[config.mk]
export PLATFORM = sky130hd
export DESIGN_NAME = mpma_queue
export DESIGN_NICKNAME = d
export VERILOG_FILES = /design/src/hdl/masked_power_moment_accumulator_unit_macros.svh /design/src/hdl/mpma_pkg.sv /design/src/hdl/mpma_queue.sv
export SDC_FILE = /design/constraint.sdc
export NUM_CORES = 1
export LEC_CHECK = 0
export BUFFER_PORTS_ARGS = -buffer_cell sky130_fd_sc_hd__buf_2
export CAP_MARGIN = 10
export CORE_ASPECT_RATIO = 1.75
export CORE_MARGIN = 3
export CORE_UTILIZATION = 41
export CTS_CLUSTER_DIAMETER = 30
export DETAILED_ROUTE_END_ITERATION = 8
export PLACE_DENSITY = 0.63
export SYNTH_ARGS = -nofsm -noshare
export SYNTH_HDL_FRONTEND = slang
export SYNTH_SLANG_ARGS = --single-unit
export TNS_END_PERCENT = 30
[constraint.sdc]
create_clock -name clk -period 1.8 [get_ports clk]
set_input_delay 0.27 -clock clk [delete_from_list [all_inputs] [get_ports clk]]
set_output_delay 0.27 -clock clk [all_outputs]
set_load 0.005 [all_outputs]
[src/hdl/masked_power_moment_accumulator_unit_macros.svh]
// Assertion macros shared by the power moment accumulator RTL.
`ifndef MASKED_POWER_MOMENT_ACCUMULATOR_UNIT_MACROS_SVH
`define MASKED_POWER_MOMENT_ACCUMULATOR_UNIT_MACROS_SVH
`ifndef SYNTHESIS
// Same-cycle implication: whenever ante holds, cons holds as well.
`define MPMA_ASSERT_IMP(lbl, ck, rs, ante, cons, msg) \
  lbl: assert property (@(posedge ck) disable iff (rs) (ante) |-> (cons)) \
    else $error(msg);
// Next-cycle implication: whenever ante holds, cons holds at the following clock.
`define MPMA_ASSERT_NEXT(lbl, ck, rs, ante, cons, msg) \
  lbl: assert property (@(posedge ck) disable iff (rs) (ante) |=> (cons)) \
    else $error(msg);
`else
`define MPMA_ASSERT_IMP(lbl, ck, rs, ante, cons, msg)
`define MPMA_ASSERT_NEXT(lbl, ck, rs, ante, cons, msg)
`endif
`endif

[src/hdl/mpma_pkg.sv]
// Package with widths, register codes and shared types of the power moment accumulator.
`default_nettype none
package mpma_pkg;
  localparam int MAX_CHANNELS = 4096;
  localparam int MAX_WINDOW   = 1024;
  localparam int CH_W  = (MAX_CHANNELS > 1) ? $clog2(MAX_CHANNELS) : 1;
  localparam int WIN_W = (MAX_WINDOW > 1) ? $clog2(MAX_WINDOW) : 1;

  localparam int CCOUNT_W   = 13;
  localparam int WLEN_W     = 11;
  localparam int CFG_DATA_W = 13;
  localparam int CFG_IDX_W  = 1;

  localparam int BYTE_W   = 8;
  localparam int NIB_W    = 4;
  localparam int SQ_W     = 7;
  localparam int E2_W     = 8;
  localparam int E4_W     = 15;
  localparam int OUT_CH_W = 12;
  localparam int CNT_W    = 11;
  localparam int PWR_W    = 18;
  localparam int PSQ_W    = 25;

  localparam logic [BYTE_W-1:0] NIB_LO = 8'h0f;
  localparam logic [BYTE_W-1:0] NIB_HI = 8'hf0;

  localparam int QUEUE_DEPTH = 4;
  localparam int QPTR_W      = 2;

  typedef enum logic [CFG_IDX_W-1:0] {
    REG_CHANNEL_COUNT = 1'b0,
    REG_WINDOW_LENGTH = 1'b1
  } cfg_reg_t;

  // One classified sample on its way from the front end to the accumulator.
  typedef struct packed {
    logic [CH_W-1:0] ch;
    logic            keep;
    logic [E2_W-1:0] e2;
    logic [E4_W-1:0] e4;
    logic            last_win;
    logic            last_ch;
  } work_t;

  // Per-channel partial sums as kept in the store.
  typedef struct packed {
    logic [CNT_W-1:0] cnt;
    logic [PWR_W-1:0] pwr;
    logic [PSQ_W-1:0] psq;
  } sums_t;

  localparam int SUMS_W = $bits(sums_t);

  // Occupancy flags of the queue between front end and accumulator.
  typedef struct packed {
    logic full;
    logic empty;
  } q_status_t;
endpackage
`default_nettype wire

[src/hdl/mpma_queue.sv]
// Short FIFO of classified samples between front end and accumulator.
`default_nettype none
module mpma_queue (
  input  wire logic                 clk,
  input  wire logic                 rst,
  input  wire logic                 push,
  input  wire mpma_pkg::work_t      push_item,
  input  wire logic                 pop,
  output mpma_pkg::work_t           head,
  output mpma_pkg::q_status_t       status
);
  mpma_pkg::work_t               entries [mpma_pkg::QUEUE_DEPTH];
  logic [mpma_pkg::QPTR_W-1:0]   wr_ptr;
  logic [mpma_pkg::QPTR_W-1:0]   rd_ptr;
  logic [mpma_pkg::QPTR_W:0]     count;

  assign status = mpma_pkg::q_status_t'{
    full:  (count == (mpma_pkg::QPTR_W + 1)'(mpma_pkg::QUEUE_DEPTH)),
    empty: (count == '0)
  };
  assign head   = entries[rd_ptr];

  always_ff @(posedge clk) begin
    if (push) begin
      entries[wr_ptr] <= push_item;
    end
  end

  always_ff @(posedge clk) begin
    if (rst) begin
      wr_ptr <= '0;
      rd_ptr <= '0;
      count  <= '0;
    end else begin
      if (push) begin
        wr_ptr <= wr_ptr + mpma_pkg::QPTR_W'(1);
      end
      if (pop) begin
        rd_ptr <= rd_ptr + mpma_pkg::QPTR_W'(1);
      end
      if (push && !pop) begin
        count <= count + (mpma_pkg::QPTR_W + 1)'(1);
      end else if (pop && !push) begin
        count <= count - (mpma_pkg::QPTR_W + 1)'(1);
      end
    end
  end
endmodule
`default_nettype wire

After elaboration in Yosys (flattened, before gate mapping) --
Memory sizes are Yosys's and may differ from the RTL's. A register that Yosys moved wholly into a read port is not among the register bits. Cells that the tools add are included.
Storage, ports and cells: memory bits (read-only) 0, output and inout bits 40, input port bits 42, bits in registers 7, word-level logic and storage cells 21, bits in latches 0, RAM bits 152, memories kept 1
Memory list:
- entries | words 4, width 38, read ports 1, clocked after Yosys merged registers in 1, wr ports 1, RTL line mpma_queue.sv:12 | mpma_pkg::work_t entries [mpma_pkg::QUEUE_DEPTH];
Operators by class: div/mod/pow operators 0, multiplexer cells 6, equality and inequality tests 1, $lt $le $gt $ge 0, shift-type cells 0, reductions and logical operators 6, $add $sub $neg 4, multiply operators 0, bitwise operators 0
Operators with widths (number):
- 2-to-1 mux 3 bit | 2
- adder 2 x 1 -> 2 bit (second input constant) | 2
- 2-to-1 mux 2 bit | 2
- adder 3 x 1 -> 3 bit (second input constant) | 1
- equality test 3 bit (second input constant) | 1
- zero test 3 bit | 1
- subtractor 3 x 1 -> 3 bit (second input constant) | 1
- logical AND 1 bit | 2
- zero test 1 bit | 2
- 2-to-1 mux 1 bit | 2
- nonzero test 2 bit | 1

Longest topological paths before layout --
word-level depth 4, gate-level depth with buffers 7

Least setup slack after synthesis --
No wires, ideal clock.
path kind register to register, start register wr_ptr[0] (netlist bit), end memory entries[2][0] (netlist bit) (enable), arrival 1.466 ns, required time 1.401 ns, path slack -0.065 ns, stages on the path, launching flop included 4, cell sequence dfxtp_1 inv_1 ha_1 and2_1
RTL lines:
- from (decl) | RTL line mpma_queue.sv:13 | logic [mpma_pkg::QPTR_W-1:0] wr_ptr;
- from (signal assigned) | RTL line mpma_queue.sv:36 | wr_ptr <= wr_ptr + mpma_pkg::QPTR_W'(1);
- to (decl) | RTL line mpma_queue.sv:12
Straight into the memory's write port.

==> results.yml <==
sta:
  fin_crit_ns: 1.97
  max-slew-margin-rel_pct: 82.8
  finalHoldViolations: 0
  finalWorstSetupSlack_ns: -0.172
  period_share_pct: 110
  max_freq_mhz: 507
  rsz0062_at_grt: "true"
  fin_worst_skew_ns: 0.00508
  setup_viol: 38
  tightest_slew_ns: 0.257
  drv_slew: 0
routing:
  vias: 2663
  routed_wl_mm: 10.2
  antenna_left: 0
  wl_per_cell_um: 19.0
  firstDrtPassIters: 4
  drt-vias-per-instance: 4.99
  drt_iter0_markers: 104
  drc: 0
setup_path:
  critPathCaptureType: "primary output"
  ff2ff_path_depth: 4
  crit_required_ns: 1.53
  arrival_ns: 1.70
  worstReg2RegStart: "count[0]"
  rrSetupSlack_ns: 0.31
  path_max_fanout: 11
  critPathLaunchType: "flop"
  r2r_end: "count[2]"
  worstSetupPathType: "flop to primary output"
  crit_end: "head[28]"
yosys:
  syn_area_sq_um: 5930
  ys_warn_count: 0
  async_flop_share_pct: 0
  synthCells: 242
  ys_seq_elements: 161
  synth_fp_nets: 290
  synthFlopType: "edfxtp_1"
  synth_edf_count: 152
  yosysSeqAreaShare_pct: 80.1
  synth.distinct_cells: 22
  syn_area_per_cell_sq_um: 24.5
grt:
  grt_pass1_wl_mm: 15.7
  antenna_found_initial: 2
  grt_max_degree: 39
  grt-ovfl-total: 0
  grt_pass1_vias: 2979
  grt_util_all_layers_pct: 13.2
placement:
  dp_hpwl_mm: 6.03
  io_buffers: 81
  place_area_sq_um: 6640
  gp_congestion: 0.670
floorplan:
  start_util_pct: 42.2
  io_pins: 82
  die_w_um: 96.9
  core_sq_um: 14000
  dieArea_sq_um: 16000
  die_y_um: 165
  rows: 57
power_and_ir_drop:
  power_per_cell_area_nw_per_um2: 1180
  total_power_w: 0.00857
  irDropWorstVdd_mv: 0.693
  power.leakage_nw: 2.49
cells_and_area:
  final_cell_mix: "152 x edfxtp_1, 75 x buf_2, 38 x mux4_2"
  nNetsFinal: 392
  antenna_cells: 0
  final_area_sq_um: 7290
  drive_gt1_share_pct: 45.9
  area_growth_pct: 23.1
  final_common_cell: "edfxtp_1"
flow_run:
  maxCapViolations: 0
clock_tree:
  cts_hold_buf: 0
  cts_buffers: 17
  insertion_delay_ns: 0.41
  cts_tree: "done"
  cts.sinks: 161
  clockBufferDepth: 2
  cts_root_buf: "clkbuf_16"
  path_clk_slew_ns: 0.06
  cts_max_level: 4
  cts_setup_buffers: 0
run_status:
  status: "finished with violations"
  violations: "setup timing"
hold_path:
  hold_path.class: "primary input to flop"
[sequential cells by signal, summed over array words and instances (netlist names), named ones only]
| register | flops |
|---|---|
| entries | 152 |
| count | 3 |
| wr_ptr | 2 |
| rd_ptr | 2 |
[synth_stat cells (all sizes together), types with 2 or more instances]
cell type,count,area (sq um)
ha,5,62.6
clkbuf,2,7.51
and2,4,25.0
xor2,3,26.3
inv,4,15.0
mux2i,2,20.0
buf,7,73.8
nor2,7,26.3
edfxtp,152,4560
mux4,38,856
dfxtp,9,180
xnor2,2,17.5
[stage by stage]
step	cells	setup slack (ns)	setup TNS [ns]	utilization, %	hold slack [ns]
after floorplan	242	-0.0459	-3.49	-	0.369
after global placement	500	0.0988	0	47.2	0.480
after detailed placement	500	0.0554	0	47.2	0.488
after CTS	532	-0.202	-5.80	51.4	0.0532
after global routing	534	-0.216	-7.43	51.9	0.0598
final	534	-0.172	-4.94	51.9	0.0752
[timing repair]
action	in CTS	in global routing
pin swaps	0	0
setup endpoints to repair	38	38
cloned	0	2
resized for setup	3	4
[where the power goes]
group / leakage [nW] / total [W] / internal [W] / switching, W
Clock: 0.261 / 0.00339 / 0.00204 / 0.00135
Combinational: 0.759 / 0.000824 / 0.000446 / 0.000378
Sequential: 1.47 / 0.00436 / 0.00430 / 0.0000609
[layer usage]
layer | up-vias | part of all wire, % | track usage [%]
met5 | - | 0.27 | 0
met4 | 4 | 1.6 | 5.37
met3 | 16 | 5.3 | 4.83
met2 | 58 | 56 | 23.6
met1 | 1365 | 37 | 14.3
li1 | 1220 | - | -
[cell families (layout without fill, tap and decap cells)]
| kind of cell | Yosys count | in the layout | synth area share (%) |
|---|---|---|---|
| simple gates | 15 | 15 | 1.25 |
| flops | 161 | 161 | 80.1 |
| compound gates | 2 | 2 | 0.169 |
| buf+inv | 13 | 128 | 1.63 |
| fa+ha+maj | 6 | 6 | 1.39 |
| xor+xnor | 5 | 5 | 0.739 |
| mux | 40 | 40 | 14.8 |
[area by class of cell]
cell class	instances	area [sq um]
clock buffer	19	433
clock inverter	13	136
fill	1099	6760
inverter	4	15.0
multi-input combinational	68	1090
sequential	161	4750
tap	177	221
timing repair buffer	92	648
[critical path, cell delays in order, from the launching register on]
cell	delay, ns
dfxtp_4	0.43
buf_12	0.18
mux4_2	0.54
buf_2	0.15
[worst min path at each step]
stage	endpoint	startpoint	cells past startpoint
6_report	entries[3][19]	push_item[19]	1
4_1_cts	entries[3][33]	push_item[33]	1
2_1_floorplan	entries[0][0]	push_item[0]	0
5_1_grt	entries[2][12]	push_item[12]	1
3_3_place_gp	entries[0][24]	push_item[24]	1
3_5_place_dp	entries[3][15]	push_item[15]	1
(Power assumes the default switching activity.)
