### src/hdl/masked_power_moment_accumulator_unit_macros.svh
// Assertion macros shared by the power moment accumulator RTL.
`ifndef MASKED_POWER_MOMENT_ACCUMULATOR_UNIT_MACROS_SVH
`define MASKED_POWER_MOMENT_ACCUMULATOR_UNIT_MACROS_SVH
`ifndef SYNTHESIS
// Same-cycle implication: whenever ante holds, cons holds as well.
`define MPMA_ASSERT_IMP(lbl, ck, rs, ante, cons, msg) \
  lbl: assert property (@(posedge ck) disable iff (rs) (ante) |-> (cons)) \
    else $error(msg);
// Next-cycle implication: whenever ante holds, cons holds at the following clock.
`define MPMA_ASSERT_NEXT(lbl, ck, rs, ante, cons, msg) \
  lbl: assert property (@(posedge ck) disable iff (rs) (ante) |=> (cons)) \
    else $error(msg);
`else
`define MPMA_ASSERT_IMP(lbl, ck, rs, ante, cons, msg)
`define MPMA_ASSERT_NEXT(lbl, ck, rs, ante, cons, msg)
`endif
`endif

### src/hdl/mpma_pkg.sv
// Package with widths, register codes and shared types of the power moment accumulator.
`default_nettype none
package mpma_pkg;
  localparam int MAX_CHANNELS = 4096;
  localparam int MAX_WINDOW   = 1024;
  localparam int CH_W  = (MAX_CHANNELS > 1) ? $clog2(MAX_CHANNELS) : 1;
  localparam int WIN_W = (MAX_WINDOW > 1) ? $clog2(MAX_WINDOW) : 1;

  localparam int CCOUNT_W   = 13;
  localparam int WLEN_W     = 11;
  localparam int CFG_DATA_W = 13;
  localparam int CFG_IDX_W  = 1;

  localparam int BYTE_W   = 8;
  localparam int NIB_W    = 4;
  localparam int SQ_W     = 7;
  localparam int E2_W     = 8;
  localparam int E4_W     = 15;
  localparam int OUT_CH_W = 12;
  localparam int CNT_W    = 11;
  localparam int PWR_W    = 18;
  localparam int PSQ_W    = 25;

  localparam logic [BYTE_W-1:0] NIB_LO = 8'h0f;
  localparam logic [BYTE_W-1:0] NIB_HI = 8'hf0;

  localparam int QUEUE_DEPTH = 4;
  localparam int QPTR_W      = 2;

  typedef enum logic [CFG_IDX_W-1:0] {
    REG_CHANNEL_COUNT = 1'b0,
    REG_WINDOW_LENGTH = 1'b1
  } cfg_reg_t;

  // One classified sample on its way from the front end to the accumulator.
  typedef struct packed {
    logic [CH_W-1:0] ch;
    logic            keep;
    logic [E2_W-1:0] e2;
    logic [E4_W-1:0] e4;
    logic            last_win;
    logic            last_ch;
  } work_t;

  // Per-channel partial sums as kept in the store.
  typedef struct packed {
    logic [CNT_W-1:0] cnt;
    logic [PWR_W-1:0] pwr;
    logic [PSQ_W-1:0] psq;
  } sums_t;

  localparam int SUMS_W = $bits(sums_t);

  // Occupancy flags of the queue between front end and accumulator.
  typedef struct packed {
    logic full;
    logic empty;
  } q_status_t;
endpackage
`default_nettype wire

### src/hdl/mpma_in_if.sv
// Sample channel interface: voltage byte and mask bit.
`default_nettype none
interface mpma_in_if;
  logic                            valid;
  logic                            ready;
  logic [mpma_pkg::BYTE_W-1:0]     sample_byte;
  logic                            mask_bit;
  modport source (output valid, sample_byte, mask_bit, input ready);
  modport sink   (input valid, sample_byte, mask_bit, output ready);
endinterface
`default_nettype wire

### src/hdl/mpma_cfg_if.sv
// Configuration write interface: register index and write data.
`default_nettype none
interface mpma_cfg_if;
  logic                            valid;
  logic                            ready;
  logic [mpma_pkg::CFG_IDX_W-1:0]  index;
  logic [mpma_pkg::CFG_DATA_W-1:0] data;
  modport source (output valid, index, data, input ready);
  modport sink   (input valid, index, data, output ready);
endinterface
`default_nettype wire

### src/hdl/mpma_front.sv
// Front end: configuration registers, channel and window counters, power terms.
`default_nettype none
module mpma_front (
  input  wire logic                 clk,
  input  wire logic                 rst,
  mpma_cfg_if.sink                  cfg,
  mpma_in_if.sink                   samples,
  input  wire mpma_pkg::q_status_t  q_status,
  input  wire logic                 block,
  output logic                      push,
  output mpma_pkg::work_t           push_item
);
  logic [mpma_pkg::CCOUNT_W-1:0] channel_count;
  logic [mpma_pkg::WLEN_W-1:0]   window_length;
  logic [mpma_pkg::CH_W-1:0]     channel_counter;
  logic [mpma_pkg::WIN_W-1:0]    window_counter;

  logic [mpma_pkg::CH_W-1:0]     nch_last;
  logic [mpma_pkg::WIN_W-1:0]    win_last;
  logic [mpma_pkg::CH_W-1:0]     ch;
  logic [mpma_pkg::WIN_W-1:0]    win;
  logic                          last_ch;
  logic                          last_win;
  logic signed [mpma_pkg::NIB_W-1:0] re_part;
  logic signed [mpma_pkg::NIB_W-1:0] im_part;
  logic [mpma_pkg::SQ_W-1:0]     re_sq;
  logic [mpma_pkg::SQ_W-1:0]     im_sq;
  logic [mpma_pkg::E2_W-1:0]     e2;
  logic [2*mpma_pkg::E2_W-1:0]   e4_full;

  assign cfg.ready = 1'b1;

  always_ff @(posedge clk) begin
    if (rst) begin
      channel_count <= mpma_pkg::CCOUNT_W'(4096);
      window_length <= mpma_pkg::WLEN_W'(256);
    end else if (cfg.valid) begin
      unique case (mpma_pkg::cfg_reg_t'(cfg.index))
        mpma_pkg::REG_CHANNEL_COUNT: channel_count <= cfg.data;
        mpma_pkg::REG_WINDOW_LENGTH: window_length <= cfg.data[mpma_pkg::WLEN_W-1:0];
        default: ;
      endcase
    end
  end

  // Effective last channel and last time sample of a window.
  always_comb begin
    if (channel_count == '0) begin
      nch_last = '0;
    end else if (32'(channel_count) > mpma_pkg::MAX_CHANNELS) begin
      nch_last = mpma_pkg::CH_W'(mpma_pkg::MAX_CHANNELS - 1);
    end else begin
      nch_last = mpma_pkg::CH_W'(channel_count - mpma_pkg::CCOUNT_W'(1));
    end
    if (window_length == '0) begin
      win_last = '0;
    end else if (32'(window_length) > mpma_pkg::MAX_WINDOW) begin
      win_last = mpma_pkg::WIN_W'(mpma_pkg::MAX_WINDOW - 1);
    end else begin
      win_last = mpma_pkg::WIN_W'(window_length - mpma_pkg::WLEN_W'(1));
    end
  end

  // A counter left beyond a shrunk range wraps (channel) or closes the window.
  assign ch       = (channel_counter > nch_last) ? '0 : channel_counter;
  assign win      = (window_counter > win_last) ? win_last : window_counter;
  assign last_ch  = (ch == nch_last);
  assign last_win = (win == win_last);

  // Flipping the top bit of an offset-by-8 nibble gives its two's complement value.
  assign re_part = {~samples.sample_byte[7], samples.sample_byte[6:4]
                    & mpma_pkg::NIB_HI[6:4]};
  assign im_part = {~samples.sample_byte[3], samples.sample_byte[2:0]
                    & mpma_pkg::NIB_LO[2:0]};
  assign re_sq   = mpma_pkg::SQ_W'(re_part * re_part);
  assign im_sq   = mpma_pkg::SQ_W'(im_part * im_part);
  assign e2      = mpma_pkg::E2_W'(re_sq) + mpma_pkg::E2_W'(im_sq);
  assign e4_full = e2 * e2;

  assign samples.ready = !q_status.full && !block;
  assign push          = samples.valid && samples.ready;

  always_comb begin
    push_item.ch       = ch;
    push_item.keep     = samples.mask_bit;
    push_item.e2       = e2;
    push_item.e4       = e4_full[mpma_pkg::E4_W-1:0];
    push_item.last_win = last_win;
    push_item.last_ch  = last_ch;
  end

  always_ff @(posedge clk) begin
    if (rst) begin
      channel_counter <= '0;
      window_counter  <= '0;
    end else if (push) begin
      if (last_ch) begin
        channel_counter <= '0;
        window_counter  <= last_win ? '0 : win + mpma_pkg::WIN_W'(1);
      end else begin
        channel_counter <= ch + mpma_pkg::CH_W'(1);
        window_counter  <= win;
      end
    end
  end
endmodule
`default_nettype wire

### src/flat_wrapper.sv
// flat-port wrapper written by rule: the top's interface ports become plain ports
module mpma_front_flat 
  (clk, rst, q_status, block, push, push_item, cfg_valid, cfg_index, cfg_data, cfg_ready, samples_valid, samples_sample_byte, samples_mask_bit, samples_ready);
  mpma_cfg_if cfg_i ();
  mpma_in_if samples_i ();
  input  wire logic clk;
  input  wire logic rst;
  input  wire mpma_pkg::q_status_t q_status;
  input  wire logic block;
  output logic push;
  output mpma_pkg::work_t push_item;
  input wire logic [$bits(cfg_i.valid)-1:0] cfg_valid;
  input wire logic [$bits(cfg_i.index)-1:0] cfg_index;
  input wire logic [$bits(cfg_i.data)-1:0] cfg_data;
  output wire logic [$bits(cfg_i.ready)-1:0] cfg_ready;
  input wire logic [$bits(samples_i.valid)-1:0] samples_valid;
  input wire logic [$bits(samples_i.sample_byte)-1:0] samples_sample_byte;
  input wire logic [$bits(samples_i.mask_bit)-1:0] samples_mask_bit;
  output wire logic [$bits(samples_i.ready)-1:0] samples_ready;
  assign cfg_i.valid = cfg_valid;
  assign cfg_i.index = cfg_index;
  assign cfg_i.data = cfg_data;
  assign cfg_ready = cfg_i.ready;
  assign samples_i.valid = samples_valid;
  assign samples_i.sample_byte = samples_sample_byte;
  assign samples_i.mask_bit = samples_mask_bit;
  assign samples_ready = samples_i.ready;
  mpma_front u_core (.clk(clk), .rst(rst), .cfg(cfg_i), .samples(samples_i), .q_status(q_status), .block(block), .push(push), .push_item(push_item));
endmodule
### config.mk
export PLATFORM = sky130hd
export DESIGN_NAME = mpma_front_flat
export DESIGN_NICKNAME = d
export VERILOG_FILES = /design/src/hdl/masked_power_moment_accumulator_unit_macros.svh /design/src/hdl/mpma_pkg.sv /design/src/hdl/mpma_in_if.sv /design/src/hdl/mpma_cfg_if.sv /design/src/hdl/mpma_front.sv /design/src/flat_wrapper.sv
export SDC_FILE = /design/constraint.sdc
export NUM_CORES = 1
export LEC_CHECK = 0
export BUFFER_PORTS_ARGS = -buffer_cell sky130_fd_sc_hd__buf_2
export CAP_MARGIN = 5
export CELL_PAD_IN_SITES_DETAIL_PLACEMENT = 1
export CELL_PAD_IN_SITES_GLOBAL_PLACEMENT = 2
export CORE_ASPECT_RATIO = 0.7
export CORE_MARGIN = 2
export CORE_UTILIZATION = 38
export DETAILED_ROUTE_END_ITERATION = 7
export PLACE_DENSITY = 0.93
export SLEW_MARGIN = 20
export SYNTH_ARGS = -nofsm -noshare
export SYNTH_HDL_FRONTEND = slang
export SYNTH_SLANG_ARGS = --single-unit
export TNS_END_PERCENT = 50
### constraint.sdc
create_clock -name clk -period 11.11 [get_ports clk]
set_clock_uncertainty 0.2 [all_clocks]
set_input_delay 0.5555 -clock clk [delete_from_list [all_inputs] [get_ports clk]]
set_output_delay 0.5555 -clock clk [all_outputs]
set_load 0.02 [all_outputs]
### Word level (Yosys, flattened, before mapping)

Cells that the tools add are included.

* add/subtract/negate cells: 5
* $mul: 3
* div/mod/pow operators: 0
* magnitude comparators: 4
* equal/unequal tests: 2
* shift operators: 0
* multiplexer cells: 9
* bitwise gates (word level): 3
* reduce and logical (&&, ||, !) cells: 8

Operators with widths (number)
* $mux W10: 5
* $mux W12: 4
* $mul A8 B8 Y15: 1
* $mul A4 B4 Y7: 2
* $gt A13 B13 Y1 const B: 1
* $logic_not A13 Y1: 1
* $add A12 B1 Y12 const B: 1
* $eq A12 B12 Y1: 1
* $gt A12 B12 Y1: 1
* $sub A12 B1 Y12 const B: 1
* $gt A11 B11 Y1 const B: 1
* $logic_not A11 Y1: 1
* $add A10 B1 Y10 const B: 1
* $eq A10 B10 Y1: 1
* $gt A10 B10 Y1: 1
* $sub A10 B1 Y10 const B: 1
* $add A7 B7 Y8: 1
* $reduce_and A2 Y1: 2
* $not A1 Y1: 3
* $logic_and A1 B1 Y1: 2
* $logic_not A1 Y1: 2

* register bits: 46
* latch bits: 0
* RAM bits: 0
* bits in read-only memories: 0
* input bits: 30
* output and inout port bits: 41
* memories kept: 0

### Depth between registers and ports, before layout

Gate-level depths: netlist of run 1.

* depth after elaboration: 8
* mapped depth: 30
* mapped depth without buffers: 30

### Worst setup path before layout of run 1

Ideal clock, no wire load.

* path type: input -> output
* start point: input samples_sample_byte[0]
* end point: output push_item[15] (netlist name)
* data arrival time: 7296 ps
* required time: 10355 ps
* setup slack: 3059 ps
* stages: 24
* cell sequence: or2_2 fa_1 fa_1 inv_1 ha_1 fa_1 ha_1 a21o_1 a21oi_1 xnor2_1 nand2_1 fa_1 fa_1 fa_1 fa_1 inv_1 ha_1 a21oi_1 nor2b_1 o21a_1 o21ai_0 nand2b_1 a21oi_1 xnor2_1

RTL lines
* from (decl): line flat_wrapper.sv:17 `input wire logic [$bits(samples_i.sample_byte)-1:0] samples_sample_byte;`
* to (decl): line flat_wrapper.sv:11 `output mpma_pkg::work_t push_item;`

==> results.md, run 1 <==
- Async S/R FF share, synth: 0
- Post-Route WL: 19.6 mm
- Worst endpoint required time: 10.35 ns
- DRC: 0
- Distinct cells, synth: 82
- DR WL/cell: 17.0 um
- Via/cell ratio: 5.68
- WS Path Type: in -> out
- Area of the multi-input gates: 0.00531 sq mm
- Initial antenna violation count: 0
- CTS Buffer Depth: 2
- Post-synth EDFFs: 0
- Worst-Skew Late Latency: 0.30 ns
- Main combinational cell family by area after synthesis: simple AND/OR/NAND/NOR gates
- Synth Area in Compound Gates: 0.195
- Final cell count without fillers: 1153
- Iter 0 DRT Violations: 367
- Simple-Gate Fraction of Synth Area: 0.272
- Cts bufs inserted: 5
- Post-route ant nets: 0
- Tcrit/Tclk final: 0.797
- Post-synthesis adder-cell area fraction: 0.241
- Final RePlAce weighted congestion: 0.833
- Min-delay worst type: in -> reg
- Avg Inst Size Synth: 7.56 sq um
- Status: finished, final reports clean
- Post-CTS setup buffers: 0
- RSZ-0062 raised after global routing: false
- Sink Count: 46
- Layout cells sized above 1: 0.110
- Crit path capture type: primary output
- Synth Flop Type: dfxtp_1
- Mux share of post-synthesis cell area: 0.0151
- Syn Std Cell Area: 0.00678 sq mm
- Core box area: 0.0173 sq mm
- Worst slew pin tran: 0.994 ns
- Slowest CP cell: xnor2_1
- Row count: 40
- Die Ht: 116 um
- Slew headroom: 0.333
- I/O pin count: 71
- CP Max Fanout: 9
- H-tree Lvls: 2
- IO buf count: 65
- Setup_tns: 0 ns
- Highest clock rate: 113 MHz
- DIE WIDTH: 164 um
- Slowest Stage Delay on Critical Path: 0.74 ns
- Post-DP HPWL: 15.6 mm
- Drt pass-1 iters: 4
- Most frequent cells in the layout: 103 x nand2_1, 86 x inv_1, 70 x ha_1
- Worst slack at placement: 2.25 ns
- Slew Limit Fails: 0
- Register area: 921 sq um
- Starting Density: 0.391
- Max Cap Viol: 0
- Warnings, synthesis: 0
- Xor/xnor share of the synthesized area: 0.0568
- Antenna Cells: 0
- Die area: 0.0189 sq mm
- Most common cell after layout, fill and taps aside: nand2_1
- Most common cell on crit path: fa_1
- Post-layout min period: 8.85 ns
- TritonCTS clock tree: yes
- Clock tree root buffer cell: clkbuf_16
- Vias in the first global route: 6453
- Vias: 6549
- # nets final: 1059
- Area Overhead vs Synth: 8.71%
- CP arrival: 8.10 ns
- GRT overflow: 0
- GRT Overall Usage: 0.214
- Clock Pin Slew Worst Setup and Hold Paths: 0.06 ns
- First-pass GRT wire length: 32.9 mm
- Register area share after synthesis: 0.136
- Final setup vio count: 0
- Hold Fails Final Rpt: 0
- Largest net degree at the start of global routing: 36
- Post_cts resized: 0
- Synthesized instance count: 897
- Worst setup margin: 2.26 ns
- Hold_buf cts: 0
- Crit path launch type: input pin
- Cell count after placement: 1146
- Filler Cell Count: 2235
- Flops & latches, synth: 46
-- Yosys cell counts (7+ instances only) --
cell type | n | area (sq um)
nor2b_1 | 13 | 81.3
a21oi_1 | 66 | 330
nor2_1 | 48 | 180
o22ai_1 | 8 | 50.1
and3_1 | 12 | 75.1
nand2_1 | 103 | 387
xnor2_1 | 34 | 298
or3_1 | 11 | 68.8
clkbuf_1 | 38 | 143
dfxtp_1 | 46 | 921
ha_1 | 70 | 876
or4_1 | 11 | 82.6
buf_4 | 8 | 60.1
o31ai_1 | 8 | 60.1
nand3_1 | 34 | 170
buf_2 | 7 | 35.0
inv_1 | 86 | 323
nor3_1 | 22 | 110
nand4_1 | 16 | 100
o21ai_0 | 20 | 100
nor4_1 | 10 | 62.6
fa_1 | 37 | 741
xor2_1 | 10 | 87.6
and2_1 | 36 | 225
a31oi_1 | 15 | 93.8
mux2i_1 | 8 | 80.1
a21o_1 | 11 | 82.6
-- layout make-up --
| class | count | share of cell area |
|---|---|---|
| Tap cell | 231 | 0.0392 |
| Clock inverter | 1 | 0.00407 |
| Clock buffer | 6 | 0.0188 |
| Inverter | 87 | 0.0443 |
| Timing Repair Buffer | 69 | 0.0482 |
| Multi-Input combinational cell | 713 | 0.720 |
| Sequential cell | 46 | 0.125 |
-- through the flow --
step	area [sq um]	utilization	hold WS [ns]
after floorplan	6790	-	0.265
after global placement	7200	0.416	0.289
after detailed placement	7200	0.416	0.295
after CTS	7370	0.426	0.305
after global routing	7370	0.426	0.317
final	7370	0.426	0.307
-- cells by family after synthesis --
family	count (synthesis)
AND/OR/NAND/NOR	351
flip-flops	46
AO/OA/AOI/OAI	195
multiplexers	10
other	2
adder cells (fa/ha/maj)	109
XOR/XNOR	44
buffers and inverters	140
-- final timing paths --
check	from	cells past startpoint	slack, ns	endpoint
hold reg to reg	u_core.channel_count[10]$_SDFFE_PP0P_	2	0.31	u_core.channel_count[10]$_SDFFE_PP0P_
hold / removal	cfg_data[8]	3	0.31	u_core.window_length[8]$_SDFFE_PP1P_
setup / recovery	samples_sample_byte[5]	25	2.26	push_item[16]
setup reg to reg	u_core.window_length[2]$_SDFFE_PP0P_	16	4.83	u_core.window_counter[8]$_SDFFE_PP0P_
-- metal layers --
metal,wire length [um],track usage
met1,10500,0.332
met2,8100,0.324
met3,968,0.0336
met4,52,0.0170
met5,0,0
-- registers in the layout, indices dropped and copies added, names as in the netlist --
signal / cells
u_core.channel_count: 13
u_core.channel_counter: 12
u_core.window_counter: 10
u_core.window_length: 11
-- critical path, delay by kind of cell --
| family | cells | cell delay [ns] |
|---|---|---|
| AND/OR/NAND/NOR | 2 | 0.44 |
| adder cells (fa/ha/maj) | 10 | 4.35 |
| AO/OA/AOI/OAI | 6 | 1.21 |
| XOR/XNOR | 3 | 1.10 |
| buffers and inverters | 4 | 0.45 |
Power of run 1 is not shown: default switching activity piles up to over one toggle a cycle in this logic, so the estimate is an artifact.
==> run 2, diff against run 1 <==
Settings changed: CORE_UTILIZATION 38 to 36, PLACE_DENSITY 0.93 to 0.89.
Clock period 11.11 ns to 9.06 ns, I/O delays scaled along.
==> run 2 against run 1 <==
Effect of this change: wire length is 2.0% higher; critical endpoint is now push_item[15]; non-clock buffer count grew 1; core utilization fell by 1.7 points.
==> results.md, run 2 (synthesis gave the netlist of run 1 again) <==
- Status: finished, final reports clean
- Hold path cells: 3 (unchanged)
- Final setup vio count: 0 (unchanged)
- Post-DP HPWL: 15.9 mm (+1.5%)
- Clock Pin Slew Worst Setup and Hold Paths: 0.07 ns (about the same)
- Starting Density: 0.372 (-0.0192)
- Top flop regs: u_core.channel_count x13, u_core.channel_counter x12, u_core.window_length x11
- Die area: 0.0200 sq mm (+5.4%)
- Most common cell after layout, fill and taps aside: nand2_1
- CTS Buffer Depth: 2 (unchanged)
- Most frequent cells in the layout: 103 x nand2_1, 86 x inv_1, 70 x ha_1
- Post-Route WL: 20.0 mm (+2.0%)
- Worst Hold End: u_core.window_length[8]$_SDFFE_PP1P_
- Area Overhead vs Synth: 9.63%
- Final RePlAce weighted congestion: 0.874 (+4.9%)
- Worst slew pin tran: 0.882 ns (-0.111 ns)
- DRC: 0 (unchanged)
- Setup_tns: 0 ns (unchanged)
- # nets final: 1060 (+0.094%)
- RSZ-0062 raised after global routing: false
- Register-to-Register Path Depth: 16 (unchanged)
- GRT overflow: 0 (unchanged)
- Reg-to-Reg End: u_core.window_counter[8]$_SDFFE_PP0P_
- Antenna Cells: 0 (unchanged)
- Slowest Stage Delay on Critical Path: 0.54 ns (-0.20 ns)
- Worst Hold Launch: cfg_data[8]
- Max Cap Viol: 0 (unchanged)
- Worst endpoint required time: 8.41 ns (-1.94 ns)
- Vias: 6439 (-1.7%)
- Drt pass-1 iters: 5 (+1)
- Min-delay worst type: in -> reg
- RR Startpoint: u_core.window_length[2]$_SDFFE_PP0P_
- Crit path max-delay family: adder cells
- Hold Fails Final Rpt: 0 (unchanged)
- Total stage count of the critical path: 30 (+20%)
- Hold_buf cts: 0 (unchanged)
- Iter 0 DRT Violations: 343 (-6.5%)
- Highest clock rate: 118 MHz
- Most common cell on crit path: fa_1
- Tcrit/Tclk final: 0.932
- Slew Limit Fails: 0 (unchanged)
- Slowest CP cell: fa_1
- Filler Cell Count: 2284 (+2.2%)
- IO buf count: 65 (unchanged)
- Layout cells sized above 1: 0.115 (+0.00517)
- GRT Overall Usage: 0.207 (-0.00758)
- Row count: 41 (+2.5%)
- Biggest register: u_core.channel_count
- Crit path capture type: primary output
- Post-layout min period: 8.45 ns
- Flop2flop setup slack: 2.63 ns (-2.20 ns)
- H-tree Lvls: 2 (unchanged)
- Crit path launch type: input pin
- Post-route ant nets: 0 (unchanged)
- Post-CTS setup buffers: 0 (unchanged)
- Cts bufs inserted: 5 (unchanged)
- WS Path Type: in -> out
- Post_cts resized: 0 (unchanged)
- TritonCTS clock tree: yes
- Area of the multi-input gates: 0.00533 sq mm (+0.35%)
- Worst-Skew Late Latency: 0.30 ns (about the same)
- Clock tree root buffer cell: clkbuf_16
- Largest register FFs: 13 (unchanged)
- Critical path buffer and inverter count: 6 (+2)
- CP arrival: 7.79 ns (-0.31 ns)
- Sink Count: 46 (unchanged)
- Via/cell ratio: 5.55 (-2.3%)
- Largest net degree at the start of global routing: 36 (unchanged)
- DR WL/cell: 17.3 um (+1.4%)
- Register area: 921 sq um (unchanged)
- I/O pin count: 71 (unchanged)
- Vias in the first global route: 6383 (-1.1%)
- Initial antenna violation count: 0 (unchanged)
- Slew headroom: 0.408 (+0.0754)
- First-pass GRT wire length: 33.8 mm (+2.7%)
- Core box area: 0.0182 sq mm (+5.2%)
- CP Max Fanout: 8 (-1)
- Die Ht: 119 um (+2.6%)
- DIE WIDTH: 168 um (+2.7%)
-- run 2: changes by cell type in the layout (fill, tap and decap cells not counted), sizes merged --
| cell | change |
|---|---|
| bufinv | +1 |
| buf | +1 |
-- run 2: area by class of cell --
| class | instances | area share |
|---|---|---|
| Clock buffer | 6 | 0.0187 |
| Clock inverter | 2 | 0.00808 |
| Inverter | 87 | 0.0439 |
| Multi-Input combinational cell | 713 | 0.717 |
| Sequential cell | 46 | 0.124 |
| Tap cell | 236 | 0.0397 |
| Timing Repair Buffer | 70 | 0.0488 |
-- run 2: per-layer routing --
metal / part of all wire / GRT usage / up-vias
met5: 0 / 0 / -
met4: 0.0049 / 0.0255 / 0
met3: 0.050 / 0.0292 / 8
met2: 0.39 / 0.292 / 137
met1: 0.55 / 0.334 / 3096
li1: - / - / 3198
-- run 2: worst min-delay path, stage by stage --
cell     delay (ns)
buf_2          0.09
nand2_1        0.04
nand3_1        0.07
-- run 2: worst max path at each step --
stage,endpoint,from,slack [ns]
after global routing,push_item[15],samples_sample_byte[0],0.04
after detailed placement,push_item[15],samples_sample_byte[0],0.46
after floorplan,push_item[15],samples_sample_byte[0],1.21
after CTS,push_item[15],samples_sample_byte[0],0.43
after global placement,push_item[16],samples_sample_byte[0],0.63
final,push_item[15],samples_sample_byte[0],0.61
-- run 2: per-stage QoR --
stage	util	hold WS (ns)	setup slack, ns	instances	cell area [sq um]
after detailed placement	0.396	0.305	0.460	1152	7210
final	0.408	0.185	0.613	1160	7430
after CTS	0.407	0.187	0.433	1160	7410
after global placement	0.396	0.296	0.628	1152	7210
after global routing	0.408	0.195	0.0379	1160	7430
after floorplan	-	0.265	1.21	899	6790
Power of run 2 is left out for the same reason.
==> run 3, diff against run 2 <==
Settings changed: CAP_MARGIN 5 to 20, CORE_MARGIN 2 to unset.
==> run 3 against run 2 <==
Effect of this change: the flow now finishes with violations (DRC); sequential share of layout area rose by 0.080 points; clock-buffer cell count is the same; via count grew 0.99%; maximum frequency up 0.30%; cell count is the same; register-to-register slack improved by 0.21 ns; non-clock buffer count did not move; flip-flop and latch count is the same; core utilization shrank 0.26 points.
==> results.md, run 3 (synthesis gave the netlist of run 1 again) <==
- Most common cell on crit path: fa_1
- Critical path buffer and inverter count: 6 (unchanged)
- Clock Pin Slew Worst Setup and Hold Paths: 0.07 ns (about the same)
- DR WL/cell: 17.5 um (+1.4%)
- Worst slew pin tran: 0.904 ns (+0.0212 ns)
- Most common cell after layout, fill and taps aside: nand2_1
- GRT overflow: 0 (unchanged)
- Biggest register: u_core.channel_count
- Largest net degree at the start of global routing: 36 (unchanged)
- Min-delay worst type: in -> reg
- Slew Limit Fails: 0 (unchanged)
- Antenna Cells: 0 (unchanged)
- Slew headroom: 0.394 (-0.0142)
- Filler Cell Count: 2233 (-2.2%)
- Starting Density: 0.372 (unchanged)
- Post-DP HPWL: 16.2 mm (+2.5%)
- Worst endpoint required time: 8.41 ns (about the same)
- Row count: 41 (unchanged)
- Die area: 0.0194 sq mm (-2.9%)
- Via/cell ratio: 5.61 (+0.99%)
- Highest clock rate: 119 MHz (+0.30%)
- Initial antenna violation count: 0 (unchanged)
- First-pass GRT wire length: 34.3 mm (+1.4%)
- Layout cells sized above 1: 0.115 (unchanged)
- Failing checks: DRC
- IO buf count: 65 (unchanged)
- Crit path launch type: input pin
- Vias in the first global route: 6579 (+3.1%)
- WS Path Type: in -> out
- Most frequent cells in the layout: 103 x nand2_1, 86 x inv_1, 70 x ha_1
- # nets final: 1060 (unchanged)
- Post-Route WL: 20.3 mm (+1.4%)
- Slowest CP cell: fa_1
- Top flop regs: u_core.channel_count x13, u_core.channel_counter x12, u_core.window_length x11
- H-tree Lvls: 2 (unchanged)
- Flop2flop setup slack: 2.84 ns (+0.21 ns)
- Max Cap Viol: 0 (unchanged)
- Final setup vio count: 0 (unchanged)
- Crit path capture type: primary output
- Worst-Skew Late Latency: 0.30 ns (about the same)
- Setup_tns: 0 ns (unchanged)
- Post-layout min period: 8.42 ns (-0.0256 ns)
- RSZ-0062 raised after global routing: false
- GRT Overall Usage: 0.220 (+0.0135)
- CTS Buffer Depth: 2 (unchanged)
- CP Max Fanout: 8 (unchanged)
- Area Overhead vs Synth: 8.93%
- Cts bufs inserted: 5 (unchanged)
- CP arrival: 7.77 ns (-0.02 ns)
- Die Ht: 117 um (-1.7%)
- Largest register FFs: 13 (unchanged)
- I/O pin count: 71 (unchanged)
- Sink Count: 46 (unchanged)
- Status: finished with violations
- DIE WIDTH: 166 um (-1.2%)
- Drt pass-1 iters: 7 (+2)
- Core box area: 0.0182 sq mm (unchanged)
- Hold Fails Final Rpt: 0 (unchanged)
- Tcrit/Tclk final: 0.930 (-0.00282)
- Vias: 6503 (+0.99%)
- Hold WS: 0.193 ns (+0.00838 ns)
- Final RePlAce weighted congestion: 0.826 (-5.5%)
- DRC: 5 (+5)
- Slowest Stage Delay on Critical Path: 0.54 ns (about the same)
- Clock tree root buffer cell: clkbuf_16
- TritonCTS clock tree: yes
- Iter 0 DRT Violations: 419 (+22%)
- Crit path max-delay family: adder cells
- Post-route ant nets: 0 (unchanged)
-- run 3: cell types whose count changed in the layout (fill, tap and decap cells not counted) --
cell        delta
bufinv_16      -2
clkinv_2       +1
clkinvlp_4     +1
-- run 3: tightest hold or removal path: stages --
cell	delay (ns)
buf_2	0.10
nand2_1	0.05
a21oi_1	0.05
-- run 3: final timing paths --
kind | end | startpoint | depth (start not counted)
worst min-delay path | u_core.channel_count[11]$_SDFFE_PP0P_ | cfg_data[11] | 3
worst max-delay path | push_item[15] | samples_sample_byte[0] | 28
worst max register to register | u_core.window_counter[8]$_SDFFE_PP0P_ | u_core.window_length[2]$_SDFFE_PP0P_ | 16
worst min register to register | u_core.channel_count[4]$_SDFFE_PP0P_ | u_core.channel_count[4]$_SDFFE_PP0P_ | 2
-- run 3: cell type report --
cell class | instances | area (sq um) | area share
Multi-Input combinational cell | 713 | 5330 | 0.721
Tap cell | 236 | 295 | 0.0400
Clock inverter | 2 | 12.5 | 0.00169
Inverter | 87 | 327 | 0.0442
Sequential cell | 46 | 921 | 0.125
Clock buffer | 6 | 139 | 0.0188
Timing Repair Buffer | 70 | 363 | 0.0491
-- run 3: routing by layer --
| layer | GRT usage | part of all wire | up-vias |
|---|---|---|---|
| met5 | 0 | 0 | - |
| met4 | 0.0411 | 0.0078 | 0 |
| met3 | 0.0239 | 0.048 | 14 |
| met2 | 0.323 | 0.40 | 133 |
| met1 | 0.343 | 0.55 | 3157 |
| li1 | - | - | 3199 |
-- run 3: what timing repair did --
item                                    CTS  global route
buffers inserted                          0             0
endpoints found under the setup margin    0             1
hold buffers                              0             0
resized for setup                         0             3
hold endpoints to repair                  0             0
-- run 3: metrics by stage --
step / utilization / instance area [sq um] / instances / setup WS [ns]
final: 0.405 / 7380 / 1160 / 0.639
after CTS: 0.404 / 7370 / 1160 / 0.496
after detailed placement: 0.396 / 7210 / 1152 / 0.525
after global routing: 0.405 / 7380 / 1160 / 0.106
after floorplan: - / 6790 / 899 / 1.21
after global placement: 0.396 / 7210 / 1152 / 0.650
Power of run 3 is left out for the same reason.
